**src/hw/rtl/tplw_pkg.sv**
```systemverilog
package tplw_pkg;

  typedef enum logic [1:0] {
    CMD_START = 2'd0,
    CMD_DATA  = 2'd1,
    CMD_EOF   = 2'd2
  } cmd_e;

  typedef enum logic [1:0] {
    KIND_GLYPH = 2'd0,
    KIND_LINE  = 2'd1,
    KIND_PAGE  = 2'd2,
    KIND_EOF   = 2'd3
  } kind_e;

  typedef enum logic {
    REG_LINE_WIDTH = 1'b0,
    REG_LINES_PAGE = 1'b1
  } reg_e;

  localparam logic [7:0]  LEAD_MIN      = 8'h81;
  localparam logic [7:0]  TRAIL_MIN     = 8'h40;
  localparam logic [7:0]  CHAR_CR       = 8'h0D;
  localparam logic [7:0]  CHAR_LF       = 8'h0A;
  localparam logic [11:0] WIDTH_RST     = 12'd296;
  localparam logic [3:0]  LINES_RST     = 4'd8;
  localparam logic [12:0] WIDE_PX       = 13'd16;
  localparam logic [12:0] NARROW_PX     = 13'd8;
  localparam logic [31:0] EOF_MARK      = 32'hFFFF_FFFF;
  localparam int          MaxRes        = 5;
  localparam int          ResIdxW       = 3;

endpackage

```
**src/hw/rtl/text_page_line_wrapper_unit.sv**
```systemverilog
// Results are registered: an item's results enter the result buffer when the item is taken.
// Throughput: one item per cycle while slot B is free; results leave one per cycle while
// out_ready is high, up to five per item, so the input stalls while slot B holds results.
// A two-slot result buffer lets the next item enter while results still drain.
// Reset: layout cleared, page idle until a start item, width 296 px, 8 lines per page,
// result buffer empty.
module text_page_line_wrapper_unit (
  input  logic        clk,
  input  logic        rst,
  input  logic        cfg_we,
  input  logic        cfg_index,
  input  logic [11:0] cfg_data,
  input  logic        in_valid,
  output logic        in_ready,
  input  logic [1:0]  cmd,
  input  logic [7:0]  data_byte,
  input  logic [31:0] page_offset,
  output logic        out_valid,
  input  logic        out_ready,
  output logic [1:0]  kind,
  output logic [15:0] glyph_code,
  output logic        glyph_wide,
  output logic [11:0] column_px,
  output logic [3:0]  row,
  output logic [31:0] next_offset,
  output logic        last
);

  typedef struct packed {
    tplw_pkg::kind_e kind;
    logic [15:0]     code;
    logic            wide;
    logic [11:0]     col;
    logic [3:0]      row;
    logic [31:0]     nxt;
  } res_t;

  typedef struct packed {
    logic [31:0] bpos;
    logic [11:0] col;
    logic [3:0]  lines;
    logic        pcr;
    logic        plead;
    logic [7:0]  lval;
    logic [31:0] lpos;
    logic        pfw;
    logic        done;
  } state_t;

  typedef struct packed {
    state_t                               s;
    logic                                 ended;
    logic [tplw_pkg::ResIdxW-1:0]         n;
    res_t [tplw_pkg::MaxRes-1:0]          r;
  } work_t;

  typedef struct packed {
    res_t [tplw_pkg::MaxRes-1:0]  r;
    logic [tplw_pkg::ResIdxW-1:0] cnt;
  } bundle_t;

  logic [11:0] line_width;
  logic [3:0]  lines_per_page;
  logic [3:0]  page_rows;
  state_t      st;
  work_t       w;

  bundle_t                      slot_a;
  bundle_t                      slot_b;
  logic                         a_valid;
  logic                         b_valid;
  logic [tplw_pkg::ResIdxW-1:0] idx;
  logic                         in_fire;
  logic                         push;
  logic                         a_last;
  logic                         a_done;
  res_t                         head;

  function automatic work_t emit_f(work_t wi, tplw_pkg::kind_e k, logic [15:0] code,
                                   logic wide, logic [11:0] col, logic [3:0] rw,
                                   logic [31:0] nxt);
    work_t o;
    o = wi;
    o.r[wi.n] = res_t'{kind: k, code: code, wide: wide, col: col, row: rw, nxt: nxt};
    o.n = wi.n + 1'b1;
    return o;
  endfunction

  // Only a line holding a glyph counts, and only while the page has room.
  function automatic work_t end_line_f(work_t wi, logic [3:0] pl);
    work_t o;
    o = wi;
    if (wi.s.col != 12'd0 && wi.s.lines < pl) begin
      o = emit_f(o, tplw_pkg::KIND_LINE, 16'd0, 1'b0, 12'd0, wi.s.lines, 32'd0);
      o.s.lines = wi.s.lines + 4'd1;
    end
    o.s.col = 12'd0;
    return o;
  endfunction

  function automatic work_t finish_f(work_t wi, logic [31:0] nxt);
    work_t o;
    o = emit_f(wi, tplw_pkg::KIND_PAGE, 16'd0, 1'b0, 12'd0, 4'd0, nxt);
    o.s.done  = 1'b1;
    o.s.pfw   = 1'b0;
    o.s.pcr   = 1'b0;
    o.s.plead = 1'b0;
    o.ended   = 1'b1;
    return o;
  endfunction

  function automatic work_t place_f(work_t wi, logic [15:0] code, logic wide,
                                    logic [31:0] off, logic [11:0] width, logic [3:0] pl);
    work_t       o;
    logic [12:0] wpx;
    o   = wi;
    wpx = wide ? tplw_pkg::WIDE_PX : tplw_pkg::NARROW_PX;
    if ({1'b0, wi.s.col} + wpx > {1'b0, width}) begin
      o = end_line_f(o, pl);
      if (o.s.lines >= pl) begin
        return finish_f(o, off);
      end
    end
    o = emit_f(o, tplw_pkg::KIND_GLYPH, code, wide, o.s.col, o.s.lines, 32'd0);
    o.s.col = o.s.col + wpx[11:0];
    return o;
  endfunction

  function automatic work_t plain_f(work_t wi, logic [7:0] b, logic [31:0] pos,
                                    logic [11:0] width, logic [3:0] pl);
    work_t o;
    o = wi;
    if (b == tplw_pkg::CHAR_CR) begin
      o = end_line_f(o, pl);
      if (o.s.lines >= pl) o.s.pfw = 1'b1;
      else o.s.pcr = 1'b1;
    end else if (b == tplw_pkg::CHAR_LF) begin
      o = end_line_f(o, pl);
      if (o.s.lines >= pl) o = finish_f(o, pos + 32'd1);
    end else if (b >= tplw_pkg::LEAD_MIN) begin
      o.s.plead = 1'b1;
      o.s.lval  = b;
      o.s.lpos  = pos;
    end else begin
      o = place_f(o, {8'd0, b}, 1'b0, pos, width, pl);
    end
    return o;
  endfunction

  assign page_rows = (lines_per_page == 4'd0) ? 4'd1 : lines_per_page;

  always_comb begin
    w       = '0;
    w.s     = st;
    unique case (cmd)
      tplw_pkg::CMD_START: begin
        w.s.bpos  = page_offset;
        w.s.col   = 12'd0;
        w.s.lines = 4'd0;
        w.s.pcr   = 1'b0;
        w.s.plead = 1'b0;
        w.s.lval  = 8'd0;
        w.s.lpos  = 32'd0;
        w.s.pfw   = 1'b0;
        w.s.done  = 1'b0;
      end
      tplw_pkg::CMD_DATA: begin
        if (!st.done) begin
          w.s.bpos = st.bpos + 32'd1;
          if (st.pfw) begin
            w = finish_f(w, (data_byte == tplw_pkg::CHAR_LF) ? st.bpos + 32'd1 : st.bpos);
          end else if (st.pcr) begin
            w.s.pcr = 1'b0;
            if (data_byte != tplw_pkg::CHAR_LF) begin
              w = plain_f(w, data_byte, st.bpos, line_width, page_rows);
            end
          end else if (st.plead) begin
            w.s.plead = 1'b0;
            if (data_byte >= tplw_pkg::TRAIL_MIN) begin
              w = place_f(w, {st.lval, data_byte}, 1'b1, st.lpos, line_width, page_rows);
            end else begin
              // invalid trail: lead goes out narrow, then the byte on its own
              w = place_f(w, {8'd0, st.lval}, 1'b0, st.lpos, line_width, page_rows);
              if (!w.ended) w = plain_f(w, data_byte, st.bpos, line_width, page_rows);
            end
          end else begin
            w = plain_f(w, data_byte, st.bpos, line_width, page_rows);
          end
        end
      end
      tplw_pkg::CMD_EOF: begin
        if (!st.done) begin
          if (!st.pfw) begin
            w.s.pcr = 1'b0;
            if (st.plead) begin
              w.s.plead = 1'b0;
              w = place_f(w, {8'd0, st.lval}, 1'b0, st.lpos, line_width, page_rows);
            end
            if (!w.ended) w = end_line_f(w, page_rows);
          end
          if (!w.ended) begin
            w = emit_f(w, tplw_pkg::KIND_EOF, 16'd0, 1'b0, 12'd0, 4'd0, tplw_pkg::EOF_MARK);
            w.s.done = 1'b1;
            w.s.pfw  = 1'b0;
          end
        end
      end
      default: begin
      end
    endcase
  end

  assign in_ready = !b_valid;
  assign in_fire  = in_valid && in_ready;
  assign push     = in_fire && (w.n != '0);
  assign a_last   = (idx == slot_a.cnt - 1'b1);
  assign a_done   = a_valid && out_ready && a_last;

  always_ff @(posedge clk) begin
    if (rst) begin
      line_width     <= tplw_pkg::WIDTH_RST;
      lines_per_page <= tplw_pkg::LINES_RST;
    end else if (cfg_we) begin
      unique case (cfg_index)
        tplw_pkg::REG_LINE_WIDTH: line_width     <= cfg_data;
        tplw_pkg::REG_LINES_PAGE: lines_per_page <= cfg_data[3:0];
        default: begin
        end
      endcase
    end
  end

  always_ff @(posedge clk) begin
    if (rst) begin
      st <= '{done: 1'b1, default: '0};
    end else if (in_fire) begin
      st <= w.s;
    end
  end

  // Slot A drains beat by beat; slot B holds the next item's results.
  always_ff @(posedge clk) begin
    if (rst) begin
      a_valid <= 1'b0;
      b_valid <= 1'b0;
      idx     <= '0;
    end else begin
      if (a_valid && !a_done) begin
        if (out_ready) idx <= idx + 1'b1;
        if (push) b_valid <= 1'b1;
      end else if (b_valid) begin
        a_valid <= 1'b1;
        idx     <= '0;
        b_valid <= push;
      end else begin
        a_valid <= push;
        idx     <= '0;
      end
    end
  end

  always_ff @(posedge clk) begin
    if (a_valid && !a_done) begin
      if (push) slot_b <= '{r: w.r, cnt: w.n};
    end else if (b_valid) begin
      slot_a <= slot_b;
      if (push) slot_b <= '{r: w.r, cnt: w.n};
    end else if (push) begin
      slot_a <= '{r: w.r, cnt: w.n};
    end
  end

  assign head        = slot_a.r[idx];
  assign out_valid   = a_valid;
  assign kind        = head.kind;
  assign glyph_code  = head.code;
  assign glyph_wide  = head.wide;
  assign column_px   = head.col;
  assign row         = head.row;
  assign next_offset = head.nxt;
  assign last        = a_last;

endmodule

```
**config.mk**
```make
export PLATFORM = sky130hd
export DESIGN_NAME = text_page_line_wrapper_unit
export DESIGN_NICKNAME = d
export VERILOG_FILES = /design/src/hw/rtl/tplw_pkg.sv /design/src/hw/rtl/text_page_line_wrapper_unit.sv
export SDC_FILE = /design/constraint.sdc
export NUM_CORES = 2
export LEC_CHECK = 0
export BUFFER_PORTS_ARGS = -buffer_cell sky130_fd_sc_hd__buf_4
export CAP_MARGIN = 20
export CELL_PAD_IN_SITES_DETAIL_PLACEMENT = 1
export CELL_PAD_IN_SITES_GLOBAL_PLACEMENT = 2
export CORE_MARGIN = 5
export CORE_UTILIZATION = 42
export CTS_CLUSTER_DIAMETER = 100
export CTS_CLUSTER_SIZE = 40
export DETAILED_ROUTE_END_ITERATION = 6
export HOLD_SLACK_MARGIN = 0.12
export PLACE_DENSITY_LB_ADDON = 0.3
export REMOVE_ABC_BUFFERS = 1
export SETUP_SLACK_MARGIN = 0.15
export SLEW_MARGIN = 15
export SYNTH_ARGS = -nofsm -noshare
export SYNTH_HDL_FRONTEND = slang
export SYNTH_SLANG_ARGS = --single-unit
```
**constraint.sdc**
```tcl
create_clock -name clk -period 36.9 [get_ports clk]
set_clock_uncertainty 0.05 [all_clocks]
set_input_delay 5.535 -clock clk [delete_from_list [all_inputs] [get_ports clk]]
set_output_delay 5.535 -clock clk [all_outputs]
set_load 0.005 [all_outputs]
```
==> flow_metrics.py <==
metrics = {
    "floorplan": {
        "die_w_um": 332,
        "core_area_um2": 103000,
        "die_h_um": 332,
        "ios": 130,
        "initial_utilization_pct": 42.2,
        "num_rows": 118,
        "die-area_um2": 110000,
    },
    "setup_path": {
        "path_delay_family": "compound AO/OA/AOI/OAI gates",
        "endpoint_kind": "flip-flop",
        "r2r_cells": 37,
        "crit_path_max_incr_delay_ns": 0.75,
        "reg2reg_to": "slot_a[143]",
        "startpoint": "st[44]",
        "path_buf_inv": 9,
        "critPathMaxFanout": 65,
        "cp.required_ns": 37.15,
        "r2r_slack_ns": 23.51,
        "r2r-start": "st[44]",
        "crit_path_start_kind": "flip-flop",
        "crit_slowest_cell": "buf_4",
        "critical_path_class": "flip-flop to flip-flop",
        "cp_data_arrival_time_ns": 13.63,
    },
    "clock_tree": {
        "root_buffer": "clkbuf_16",
        "holdBufCountCts": 0,
        "worstSkewPairLatency_ns": 0.64,
        "cts_tree": "built",
        "clk_pin_slew_ns": 0.13,
        "cts_buffers": 34,
        "post_cts_buffers": 0,
        "cts.sink_count": 735,
        "post_cts_resized": 0,
        "cts_buffer_depth": 3,
        "ctsHtreeMaxLevel": 2,
    },
    "synthesis": {
        "yosysUniqueCellTypes": 126,
        "yosys_warnings": 0,
        "ys_ff_latch": 735,
        "syn_area_per_cell_um2": 9.84,
        "synth_most_common_cell": "edfxtp_1",
        "synth_ff_type": "edfxtp_1",
        "seq_area_frac_synth_pct": 48.0,
        "synth_top_cell_by_area": "edfxtp_1",
        "yosysTopAreaCellShare_pct": 42.9,
        "synth_edf_count": 622,
        "synthCells": 4429,
        "syn_area_um2": 43600,
        "synth_commonest_cells": "edfxtp_1, nand2_1, nor2_1, o21ai_0, a21oi_1",
        "synthTopCellsByArea": "edfxtp_1, dfxtp_1, nand2_1",
        "async_flop_share_pct": 0,
    },
    "finish": {
        "layout-drive-gt1-share_pct": 14.1,
        "finalInstanceArea_um2": 47700,
        "fin_nets": 4560,
        "nFillCells": 11500,
        "utilization_pct": 46.1,
        "synthToLayoutAreaGrowth_pct": 9.39,
    },
    "job": {
        "maxCapViolCount": 0,
    },
    "sta": {
        "hold_viol_final": 0,
        "worst_slew_pin_slew_ns": 1.25,
        "final_max_slew_viol_count": 0,
        "tns_ns": 0,
        "setup_viol_count_final": 0,
        "fmax_mhz": 74.7,
        "slew_headroom_pct": 16.6,
        "min_period_over_period_pct": 36.3,
        "post-route-min-period_ns": 13.39,
        "rsz0062_at_grt": "no",
    },
    "routing": {
        "route.detailed.drc": 2,
        "drtIter0Drc": 5403,
        "wl_per_cell_um": 34.1,
        "viasPerCell": 6.75,
        "drt-total-wl_mm": 199,
        "drt-pass1-iter-count": 7,
        "ant_nets": 0,
        "vias": 39400,
    },
    "worst_hold_path": {
        "hp-start": "line_width[11]",
        "holdPathStages": 2,
        "holdPathEnd": "line_width[11]",
        "min_path_type": "flip-flop to flip-flop",
    },
    "grt": {
        "grt_use_total_pct": 34.6,
        "grt_pass1_vias": 38400,
        "grt_max_degree": 153,
        "grt_pass1_wl_mm": 283,
        "overflow": 0,
        "antenna_found_initial": 6,
    },
    "pwr": {
        "power.leakage_uw": 0.0166,
        "ir_drop_v": 0.0000288,
        "cellPowerDensity_nw_per_um2": 33.0,
    },
    "place": {
        "numPortBuffers": 129,
        "gp_congestion": 1.03,
        "hpwl_mm": 140,
        "placed_area_um2": 46300,
    },
    "status": {
        "violations": "DRC",
        "status": "finished, violations left",
    },
}
-- cell usage in the layout, fill, tap and decap left out, types with 86 or more instances in the layout --
master	n
dfxtp_1	109
and2_1	86
buf_4	278
nor3_1	97
nand2_1	568
a21oi_1	277
o21ai_0	300
inv_1	132
nor2_1	355
edfxtp_1	622
nand3_1	156
-- tightest hold or removal path, delay by kind of cell (launching register included) --
family	cells	cell delay, ns
AOI/OAI and AO/OA	1	0.05
and+or+nand+nor	1	0.05
DFF	1	0.33
-- layout make-up --
cell class                 instances  area (um^2)  area share [%]
antenna                           10         25.0          0.0525
clock buffer                      37          893            1.87
clock inverter                    24          440           0.924
inverter                         143          547            1.15
multi-input combinational       3227        20900            43.9
sequential                       735        21000            44.0
tap                             1380         1730            3.62
timing repair buffer             282         2160            4.54
-- kinds of logic after synthesis --
logic type	Yosys count	share of synthesized area [%]
XOR/XNOR	101	2.09
other	1	0.00860
flip-flops	735	48.0
adder cells (fa/ha/maj)	77	2.21
multiplexers	153	5.39
AND/OR/NAND/NOR	1533	16.3
AO/OA/AOI/OAI	1314	21.2
buffers and inverters	515	4.82
-- sequential cells by signal, summed over array words and instances (netlist names) --
signal	count
b_valid	1
idx	3
line_width	12
lines_per_page	4
out_valid	1
slot_a	311
slot_b	311
st	92
-- metrics by stage --
step | worst slack, ns | instances | hold WS, ns | total power [uW]
2_1_floorplan | 2.40 | 4105 | 0.380 | 992
3_3_place_gp | 23.85 | 5764 | 0.394 | 1060
3_5_place_dp | 23.61 | 5766 | 0.403 | 1060
4_1_cts | 23.68 | 5827 | 0.420 | 1580
5_1_grt | 22.80 | 5828 | 0.449 | 1620
6_report | 23.51 | 5838 | 0.418 | 1570
-- report_power, final --
part | internal (uW) | total, uW | switching (uW) | leakage, uW
combinational | 35.2 | 140 | 105 | 0.00882
clock | 201 | 523 | 322 | 0.000624
sequential | 897 | 909 | 11.6 | 0.00719
-- routing by layer --
layer	vias to the layer above	routed length, um	global-route usage [%]
met1	19900	83400	48.5
met5	-	14	0
met2	2372	85000	51.6
met4	2	10300	14.1
met3	523	20300	8.27
li1	16600	-	-
-- worst max path at each step --
stage / endpoint / slack, ns / depth (start not counted)
final: slot_a[143] / 23.51 / 37
after global routing: slot_a[291] / 22.80 / 37
after CTS: slot_a[295] / 23.68 / 37
after detailed placement: slot_a[162] / 23.61 / 17
after global placement: slot_a[143] / 23.85 / 17
after floorplan: slot_b[0] / 2.40 / 10
No activity file was read; power rests on OpenSTA's default activity.
